**config.mk**
```make
export PLATFORM = sky130hd
export DESIGN_NAME = imm_row_feed
export DESIGN_NICKNAME = d
export VERILOG_FILES = /design/src/rtl/core/imm_pkg.sv /design/src/rtl/core/imm_row_feed.sv
export SDC_FILE = /design/constraint.sdc
export NUM_CORES = 2
export LEC_CHECK = 0
export BUFFER_PORTS_ARGS = -buffer_cell sky130_fd_sc_hd__clkbuf_2
export CORE_ASPECT_RATIO = 0.9
export CORE_MARGIN = 2
export CORE_UTILIZATION = 40
export CTS_CLUSTER_DIAMETER = 120
export CTS_CLUSTER_SIZE = 16
export DETAILED_ROUTE_END_ITERATION = 12
export PLACE_DENSITY = 0.59
export SETUP_SLACK_MARGIN = 0.1
export SYNTH_ARGS = -nofsm -noshare
export SYNTH_HDL_FRONTEND = slang
export SYNTH_SLANG_ARGS = --single-unit
```
**constraint.sdc**
```tcl
create_clock -name clk -period 4.97 [get_ports clk]
set_input_delay 1.2425 -clock clk [delete_from_list [all_inputs] [get_ports clk]]
set_output_delay 1.2425 -clock clk [all_outputs]
set_load 0.01 [all_outputs]
```
**src/rtl/core/imm_pkg.sv**
```systemverilog
// shared constants and types for the integer matrix multiply core
package imm_pkg;

    // largest matrix dimension and derived index widths
    localparam int MAX_DIM = 8;
    localparam int DIM_W   = $clog2(MAX_DIM);
    localparam int ADDR_W  = 2 * DIM_W;

    // fixed field widths
    localparam int SIZE_W = 4;
    localparam int ELEM_W = 32;
    localparam int ACC_W  = 64;
    localparam int REQ_W  = 2;

    // size register value after reset
    localparam logic [SIZE_W-1:0] SIZE_RESET = SIZE_W'(MAX_DIM);

    // request codes
    localparam logic [REQ_W-1:0] REQ_LOAD_A  = 2'd0;
    localparam logic [REQ_W-1:0] REQ_LOAD_B  = 2'd1;
    localparam logic [REQ_W-1:0] REQ_COMPUTE = 2'd2;

    // one element of the A row travelling along the cell chain
    typedef struct packed {
        logic              valid;
        logic              first;
        logic              last;
        logic [DIM_W-1:0]  k;
        logic [ELEM_W-1:0] a;
    } link_t;

endpackage

```
**src/rtl/core/imm_row_feed.sv**
```systemverilog
// A matrix store and the sequencer that streams one row of A into the chain
module imm_row_feed (
    input  logic                          clk,
    input  logic                          rst_n,
    input  logic                          wr_en,
    input  logic [imm_pkg::ADDR_W-1:0]    wr_addr,
    input  logic [imm_pkg::ELEM_W-1:0]    wr_data,
    input  logic                          start,
    input  logic [imm_pkg::DIM_W-1:0]     row,
    input  logic [imm_pkg::DIM_W-1:0]     last_k,
    output logic                          busy,
    output imm_pkg::link_t                link_out
);

    logic [imm_pkg::ELEM_W-1:0] mem [imm_pkg::MAX_DIM * imm_pkg::MAX_DIM];
    logic [imm_pkg::ELEM_W-1:0] a_reg;
    logic [imm_pkg::DIM_W-1:0]  row_reg;
    logic [imm_pkg::DIM_W-1:0]  k_reg;
    logic [imm_pkg::DIM_W-1:0]  lastk_reg;
    logic                       busy_reg;
    logic                       lv_reg;
    logic                       lf_reg;
    logic                       ll_reg;
    logic [imm_pkg::DIM_W-1:0]  lk_reg;

    // A memory: one write port, one registered read port
    always_ff @(posedge clk)
    begin
        if (wr_en)
        begin
            mem[wr_addr] <= wr_data;
        end
        a_reg <= mem[{row_reg, k_reg}];
    end

    // k sequencer
    always_ff @(posedge clk or negedge rst_n)
    begin
        if (!rst_n)
        begin
            busy_reg  <= 1'b0;
            k_reg     <= '0;
            row_reg   <= '0;
            lastk_reg <= '0;
            lv_reg    <= 1'b0;
            lf_reg    <= 1'b0;
            ll_reg    <= 1'b0;
            lk_reg    <= '0;
        end
        else
        begin
            lv_reg <= busy_reg;
            lf_reg <= (k_reg == '0);
            ll_reg <= (k_reg == lastk_reg);
            lk_reg <= k_reg;
            if (start)
            begin
                busy_reg  <= 1'b1;
                k_reg     <= '0;
                row_reg   <= row;
                lastk_reg <= last_k;
            end
            else if (busy_reg)
            begin
                k_reg <= k_reg + 1'b1;
                if (k_reg == lastk_reg)
                begin
                    busy_reg <= 1'b0;
                end
            end
        end
    end

    // element leaving the feed, aligned with the read data
    always_comb
    begin
        link_out.valid = lv_reg;
        link_out.first = lf_reg;
        link_out.last  = ll_reg;
        link_out.k     = lk_reg;
        link_out.a     = a_reg;
    end

    assign busy = busy_reg;

endmodule

```
==> flow_summary_export.csv <==
group,metric,value,unit
worst_setup_path,r2r-start,"k_reg[2]$_DFFE_PN0P_",
routing,drt-initial-drc-count,4774,
floorplanning,die_y,424.3,um
global_routing,grt_pass1_vias,36450,
cells_and_area,final_net_count,3623,
pwr,max-vdd-ir-drop,0.3735,mV
placed_design,io_buffers,86,
cells_and_area,multiInputGateArea,15490,um^2
placed_design,hpwl,117100,um
clocking,cts_resized,0,
worst_setup_path,end_kind,"flop",
global_routing,grt_max_degree,73,
routing,routed_via_density,5.760,
placed_design,gp_congestion,0.8737,
routing,wire_per_inst,31.17,um
routing,dr.pass1.iters,6,
logic_synthesis,yosysWarnings,0,
clocking,clk_path_buf_depth,3,
logic_synthesis,synth_top_area_share,78.35,%
timing,max_freq,279.3,MHz
worst_setup_path,path_max_fanout,41,
timing,setup_viol,0,
global_routing,gr-total-overflow,0,
worst_setup_path,r2r_slack,1.39,ns
cells_and_area,largest_reg_flops,2048,
worst_setup_path,required,5.72,ns
timing,rsz0062_at_grt,"no",
routing,routed_wl,194600,um
worst_setup_path,cp_data_arrival_time,4.33,ns
floorplanning,pin_count,87,
timing,hold_ws,0.4153,ns
timing,hold_viol,0,
timing,worstMarginPinSlew,1.350,ns
worst_setup_path,rr_worst_depth,5,
worst_setup_path,start_kind,"flop",
clocking,root_buffer,"clkbuf_16",
logic_synthesis,synth_area_leaders,"edfxtp_1, mux4_2, a22oi_1",
timing,slew_viol_final,0,
global_routing,grt_pass1_wl,276700,um
cells_and_area,final_cell_mix,"edfxtp_1, mux4_2, a22oi_1",
clocking,cts_buffers,148,
timing,slew-limit-headroom,10.02,%
cells_and_area,n_fill_cell,16300,
clocking,hold_buffers,0,
clocking,htree_levels,4,
clocking,cts_tree,"done",
timing,fin_crit,3.580,ns
timing,fin_tns_setup,0,ns
cells_and_area,areaGrowthSynthToFinish,11.61,%
worst_setup_path,startpoint,"k_reg[2]$_DFFE_PN0P_",
hold_path,worstHoldPathType,"input pin to async pin",
logic_synthesis,synth.cell_area,78500,um^2
pwr,cellLeakagePower,0.02614,uW
floorplanning,core_area,195400,um^2
logic_synthesis,ys_ff_latch,2096,
clocking,clkTransAtPathRegs,0.08,ns
logic_synthesis,yosysTopAreaCell,"edfxtp_1",
routing,drcViolationCount,0,
logic_synthesis,syn_inst,3352,
global_routing,grt_antenna_before_repair,16,
clocking,clock_latency,0.82,ns
pwr,power,38770,uW
floorplanning,dieWidth,471.0,um
timing,fin_skew,0.02358,ns
logic_synthesis,ys_seq_area_share,79.67,%
clocking,clock-sinks,2096,
cells_and_area,regArea,62550,um^2
global_routing,track_usage,19.50,%
flow_run,cap_viol_max_count,0,
cells_and_area,stdcell_area,87610,um^2
worst_setup_path,path_class,"flop to flop",
routing,via_count,35960,
placed_design,dpl_cell_area,83380,um^2
floorplanning,die-area,199800,um^2
floorplanning,row_count,154,
timing,fin_crit_sh,72.04,%
cells_and_area,drive_above_1_share,28.19,%
cells_and_area,final_common_cell,"edfxtp_1",
pwr,power_density,442.6,nW/um^2
floorplanning,start_util,40.18,%
logic_synthesis,mappedNetlistNets,3402,
outcome,status,"finished, final reports clean",
clocking,post_cts_buffers,0,
routing,drt.antenna.violating_nets,0,
logic_synthesis,syn_avg_cell_area,23.42,um^2
logic_synthesis,yosys.cell_types.count,39,
-- final cells by class --
class,instances,area share (%)
Multi-Input combinational cell,1059,17.69
Tap cell,2574,3.676
Sequential cell,2096,71.40
Timing Repair Buffer,265,2.397
Inverter,3,0.01285
Clock buffer,217,4.645
Clock inverter,10,0.1300
Antenna cell,19,0.05427
-- metrics by stage --
stage	setup slack [ns]	utilization, %	instances
2_1_floorplan	0.5417	-	3352
3_3_place_gp	1.080	42.67	5997
3_5_place_dp	1.065	42.67	5997
4_1_cts	1.581	44.81	6224
5_1_grt	1.253	44.83	6238
6_report	1.390	44.84	6243
-- per-layer routing --
| layer | track usage [%] | vias to the layer above | wire (um) |
|---|---|---|---|
| li1 | - | 14830 | - |
| met1 | 27.33 | 19540 | 80510 |
| met2 | 30.85 | 1394 | 93020 |
| met3 | 5.088 | 197 | 17480 |
| met4 | 4.164 | 2 | 3579 |
| met5 | 0.8055 | - | 13 |
-- power by group --
part / switching (uW) / total [uW] / internal, uW / leakage [uW]
clock network: 5790 / 11500 / 5670 / 0.00202
logic: 3920 / 7310 / 3390 / 0.00525
registers: 356 / 20000 / 19600 / 0.0189
-- final timing paths --
check	end
max	a_reg[19]$_DFF_P_
min	busy$_DFF_PN0_
max reg2reg	a_reg[19]$_DFF_P_
min reg2reg	lastk_reg[2]$_DFFE_PN0P_
max in group asynchronous	k_reg[2]$_DFFE_PN0P_
min in group clk	lastk_reg[2]$_DFFE_PN0P_
-- cell usage after synthesis (all sizes together) --
library cell / count
edfxtp: 2048
mux4: 515
a22oi: 182
buf: 115
a21oi: 92
clkbuf: 79
nor2: 72
o22ai: 61
nor3: 33
dfxtp: 32
or4: 30
dfrtp: 16
nand2: 12
nand2b: 8
nor2b: 7
mux2: 6
nand3: 6
mux2i: 5
xor2: 4
and2: 3
inv: 3
nand3b: 3
o21ai: 3
or2: 3
a211oi: 2
ha: 2
nand4: 2
a211o: 1
a221oi: 1
a31o: 1
nand4b: 1
o21bai: 1
or3: 1
or3b: 1
xnor2: 1
-- cells by family after synthesis --
| family | Yosys count | synth area share, % |
|---|---|---|
| AO/OA/AOI/OAI | 344 | 2.895 |
| XOR/XNOR | 5 | 0.05579 |
| adder cells (fa/ha/maj) | 2 | 0.03187 |
| buffers and inverters | 197 | 1.232 |
| flip-flops | 2096 | 79.67 |
| multiplexers | 526 | 14.93 |
| AND/OR/NAND/NOR | 182 | 1.186 |
-- worst max-delay path, cell delays in order, from the launching register on --
cell	delay, ns
dfrtp_4	0.81
and2_4	0.81
buf_12	0.30
a22oi_1	0.16
a21oi_1	1.06
or4_1	0.25
Note: power is estimated with default switching activity, not from simulation.
