[src/rtl/core/imm_pkg.sv]
// shared constants and types for the integer matrix multiply core
package imm_pkg;

    // largest matrix dimension and derived index widths
    localparam int MAX_DIM = 8;
    localparam int DIM_W   = $clog2(MAX_DIM);
    localparam int ADDR_W  = 2 * DIM_W;

    // fixed field widths
    localparam int SIZE_W = 4;
    localparam int ELEM_W = 32;
    localparam int ACC_W  = 64;
    localparam int REQ_W  = 2;

    // size register value after reset
    localparam logic [SIZE_W-1:0] SIZE_RESET = SIZE_W'(MAX_DIM);

    // request codes
    localparam logic [REQ_W-1:0] REQ_LOAD_A  = 2'd0;
    localparam logic [REQ_W-1:0] REQ_LOAD_B  = 2'd1;
    localparam logic [REQ_W-1:0] REQ_COMPUTE = 2'd2;

    // one element of the A row travelling along the cell chain
    typedef struct packed {
        logic              valid;
        logic              first;
        logic              last;
        logic [DIM_W-1:0]  k;
        logic [ELEM_W-1:0] a;
    } link_t;

endpackage

[src/rtl/core/imm_mac_cell.sv]
// one column cell: holds a column of B and accumulates one element of C
module imm_mac_cell (
    input  logic                          clk,
    input  logic                          rst_n,
    input  imm_pkg::link_t                link_in,
    output imm_pkg::link_t                link_out,
    input  logic                          b_wr_en,
    input  logic [imm_pkg::DIM_W-1:0]     b_wr_addr,
    input  logic [imm_pkg::ELEM_W-1:0]    b_wr_data,
    input  logic                          clear,
    output logic [imm_pkg::ACC_W-1:0]     acc,
    output logic                          done
);

    logic [imm_pkg::ELEM_W-1:0]        col_reg [imm_pkg::MAX_DIM];
    logic [imm_pkg::ELEM_W-1:0]        b_rd;
    logic signed [imm_pkg::ELEM_W-1:0] a_s;
    logic signed [imm_pkg::ELEM_W-1:0] b_s;
    logic signed [imm_pkg::ACC_W-1:0]  prod_next;
    logic [imm_pkg::ACC_W-1:0]         prod_reg;
    logic                              pv_reg;
    logic                              pfirst_reg;
    logic                              plast_reg;
    logic [imm_pkg::ACC_W-1:0]         acc_reg;
    logic                              done_reg;
    imm_pkg::link_t                    link_reg;

    // column storage of B, one entry per k
    always_ff @(posedge clk)
    begin
        if (b_wr_en)
        begin
            col_reg[b_wr_addr] <= b_wr_data;
        end
    end

    // exact signed product of the passing A element and B[k][j]
    assign b_rd      = col_reg[link_in.k];
    assign a_s       = $signed(link_in.a);
    assign b_s       = $signed(b_rd);
    assign prod_next = a_s * b_s;

    // product stage flags, done flag and hand-off to the next cell
    always_ff @(posedge clk or negedge rst_n)
    begin
        if (!rst_n)
        begin
            link_reg   <= '0;
            pv_reg     <= 1'b0;
            pfirst_reg <= 1'b0;
            plast_reg  <= 1'b0;
            done_reg   <= 1'b0;
        end
        else
        begin
            link_reg   <= link_in;
            pv_reg     <= link_in.valid;
            pfirst_reg <= link_in.first;
            plast_reg  <= link_in.last;
            if (clear)
            begin
                done_reg <= 1'b0;
            end
            else if (pv_reg && plast_reg)
            begin
                done_reg <= 1'b1;
            end
        end
    end

    // payload registers
    always_ff @(posedge clk)
    begin
        if (link_in.valid)
        begin
            prod_reg <= prod_next;
        end
        if (pv_reg)
        begin
            acc_reg <= pfirst_reg ? prod_reg : (acc_reg + prod_reg);
        end
    end

    assign link_out = link_reg;
    assign acc      = acc_reg;
    assign done     = done_reg;

endmodule

[config.mk]
export PLATFORM = sky130hd
export DESIGN_NAME = imm_mac_cell
export DESIGN_NICKNAME = d
export VERILOG_FILES = /design/src/rtl/core/imm_pkg.sv /design/src/rtl/core/imm_mac_cell.sv
export SDC_FILE = /design/constraint.sdc
export NUM_CORES = 2
export LEC_CHECK = 0
export CAP_MARGIN = 40
export CORE_ASPECT_RATIO = 0.9
export CORE_MARGIN = 2
export CORE_UTILIZATION = 45
export DETAILED_ROUTE_END_ITERATION = 6
export DONT_BUFFER_PORTS = 1
export GPL_TIMING_DRIVEN = 0
export PLACE_DENSITY = 0.64
export RECOVER_POWER = 50
export SETUP_SLACK_MARGIN = 0.3
export SLEW_MARGIN = 20
export SYNTH_ARGS = -nofsm -noshare
export SYNTH_HDL_FRONTEND = slang
export SYNTH_SLANG_ARGS = --single-unit
export TNS_END_PERCENT = 50
[constraint.sdc]
create_clock -name clk -period 12.9 [get_ports clk]
set_input_delay 2.58 -clock clk [delete_from_list [all_inputs] [get_ports clk]]
set_output_delay 2.58 -clock clk [all_outputs]
set_load 0.1 [all_outputs]
==> results.py <==
metrics = {
    "timing": {
        "period_share": 0.9539,
        "slew_headroom": -1.140,
        "worst_slew_pin_slew_ns": 3.211,
        "rsz0062_at_grt": "no",
        "layout_min_cycle_time_ns": 12.31,
        "finalMaxSlewViolations": 55,
        "hold_viol": 0,
        "setup_violations": 0,
        "fmax_mhz": 81.27,
        "fin_skew_ns": 0.05638,
        "tns_ns": 0,
    },
    "drt": {
        "num_vias": 38620,
        "drc_errors": 0,
        "wire_per_inst_um": 25.72,
        "viasPerCell": 5.488,
        "first_pass_iters": 6,
        "routed_wl_um": 181000,
        "initialDrtViolationCount": 3711,
        "ant_nets": 0,
    },
    "yosys": {
        "yosysSeqAreaShare": 0.2266,
        "synth_seq_cells": 423,
        "yosysUniqueCellTypes": 82,
        "syn_area_per_cell_um2": 10.76,
        "ys_warn_count": 0,
        "synth_top_area_frac": 0.3929,
        "synthArstFlopShare": 0.09220,
        "synth-edff-count": 384,
        "synthesis.nets": 6534,
        "netlist_instances": 5127,
        "yosysTopAreaCell": "fa_1",
        "syn_area_um2": 55190,
        "synthTopCellsByArea": "fa_1 (39%), edfxtp_1 (21%), inv_1 (6.7%)",
        "synth_ff_type": "edfxtp_1",
    },
    "global_routing": {
        "antenna_found_initial": 12,
        "grt_pass1_vias": 40830,
        "grt.met3_usage": 0.1068,
        "grt_pass1_wl_um": 269500,
        "grt_use_total": 0.2954,
        "grt.overflow.total": 0,
        "grt_util_met1": 0.3948,
        "busiest_layer": "met2",
        "grtUsageMet2": 0.4326,
        "grt_start_max_net_pins": 66,
    },
    "critical_path": {
        "path_class": "in -> reg",
        "cp-end-kind": "flip-flop",
        "rr_worst_depth": 27,
        "r2r_end": "prod_reg[60]",
        "path_max_fanout": 10,
        "max_stage_delay_ns": 0.68,
        "rr_startpoint": "col_reg[7][12]",
        "crit_path_start_kind": "input port",
        "arrival_ns": 12.66,
        "crit_top_cell": "fa_1",
        "slowest_stage": "clkbuf_1",
        "rrSetupSlack_ns": 3.18,
        "required_ns": 13.26,
    },
    "floorplan": {
        "chipHeight_um": 336.2,
        "start_util": 0.4551,
        "die_area_um2": 125500,
        "dieWidth_um": 373.1,
        "core_um2": 121300,
        "io_pins": 180,
        "rows": 121,
    },
    "cts": {
        "cts_tree": "yes",
        "clk_pin_slew_ns": 0.06,
        "cts-root-buf": "clkbuf_16",
        "cts_num_sinks": 423,
        "postCtsHoldBufs": 0,
        "cts_inserted_buffers": 48,
        "htreeDepth": 2,
        "clock_latency_ns": 0.66,
        "cts.path.max_buffers": 3,
    },
    "finish": {
        "largest_register_ffs": 256,
        "synthToLayoutAreaGrowth_pct": 12.44,
        "drive_gt1_frac": 0.07321,
        "stdcell_area_um2": 62050,
        "final_cell_mix": "fa_1 (1,081), inv_1 (979), nand2_1 (594)",
        "final_nets": 6790,
        "n_fill_cell": 10770,
        "final_common_cell": "fa_1",
    },
    "run": {
        "cap_violations": 1,
    },
    "placement": {
        "io_buffers": 0,
        "place.gp.congestion": 1.005,
        "dp_hpwl_um": 148700,
        "place_area_um2": 60100,
    },
    "min_path": {
        "hold_class": "reg -> reg",
        "whs_endpoint": "done",
        "min_from": "link_out[35]",
        "min_delay_path_depth": 2,
    },
    "outcome": {
        "violations": "max-capacitance violations, max-slew violations",
        "status": "complete, but fails checks",
    },
}
[critical path: cells and delay by family]
kind | cells | cell delay [ns]
fa+ha+maj | 9 | 4.35
mux | 2 | 0.78
simple gates | 3 | 0.73
buf+inv | 8 | 2.43
compound gates | 6 | 1.57
xor+xnor | 1 | 0.17
[cell usage after synthesis (all sizes together) (11+ instances only)]
library cell	instances
inv	981
nand2	595
xnor2	79
ha	247
nand3	41
a31oi	18
nand4	20
fa	1083
a21o	87
edfxtp	384
nor2b	310
a211oi	16
clkbuf	253
a21oi	140
o21ai	104
o211ai	14
o21a	15
nor2	101
or2	11
mux2i	15
xor2	44
and3	19
and2	225
nand2b	44
dfrtp	39
buf	19
o21bai	21
o31ai	12
mux2	24
nor3	17
mux4	64
[through the flow]
stage | hold slack [ns] | cells | setup slack (ns) | utilization
floorplan | 0.4841 | 5127 | 1.246 | -
finish | 0.5277 | 7038 | 0.5946 | 0.5117
global route | 0.5782 | 7022 | 0.2689 | 0.5113
global placement | 0.5015 | 6726 | -1.819 | 0.4716
CTS | 0.5397 | 6990 | 0.2663 | 0.5090
detailed placement | 0.5197 | 6900 | -1.074 | 0.4956
[logic make-up (layout without fill, tap and decap cells)]
| kind of cell | Yosys count | after routing | share of synthesized area |
|---|---|---|---|
| fa+ha+maj | 1330 | 1330 | 0.4489 |
| mux | 103 | 103 | 0.03374 |
| simple gates | 1413 | 1413 | 0.1283 |
| compound gates | 482 | 482 | 0.05736 |
| flops | 423 | 423 | 0.2266 |
| other cells | 0 | 16 | 0 |
| buf+inv | 1253 | 1549 | 0.08559 |
| xor+xnor | 123 | 123 | 0.01952 |
[worst max-delay path by stage]
stage | startpoint | end | slack, ns | cells past startpoint
3_5_place_dp | link_in[32] | prod_reg[63] | -1.07 | 31
6_report | link_in[33] | prod_reg[60] | 0.59 | 29
4_1_cts | link_in[33] | prod_reg[63] | 0.27 | 31
5_1_grt | link_in[32] | prod_reg[63] | 0.27 | 34
2_1_floorplan | link_in[32] | prod_reg[63] | 1.25 | 30
3_3_place_gp | link_in[32] | prod_reg[63] | -1.82 | 29
[per-layer routing]
metal	wire, um	vias to the layer above
li1	-	16450
met1	71990	19750
met2	76330	2030
met3	23080	379
met4	9567	12
met5	78	-
[area by class of cell]
| cell class | instances | area (um2) | share of cell area |
|---|---|---|---|
| Multi-Input combinational cell | 3451 | 38050 | 0.6132 |
| Buffer | 272 | 1057 | 0.01704 |
| Tap cell | 1599 | 2001 | 0.03224 |
| Inverter | 981 | 3690 | 0.05947 |
| Sequential cell | 423 | 12510 | 0.2016 |
| Timing Repair Buffer | 206 | 3107 | 0.05007 |
| Clock inverter | 20 | 257.7 | 0.004154 |
| Clock buffer | 70 | 1344 | 0.02166 |
| Antenna cell | 16 | 40.04 | 0.0006453 |
[timing repair]
action                     in CTS  in global routing
pin swaps                       0                  1
hold endpoints to repair        0                  0
setup endpoints to repair      12                 11
resized for setup               7                 13
setup buffers                   0                 12
Power is left out: the tool's default activity adds up to more than one toggle a clock period on the data nets, which glitch-free logic cannot reach.
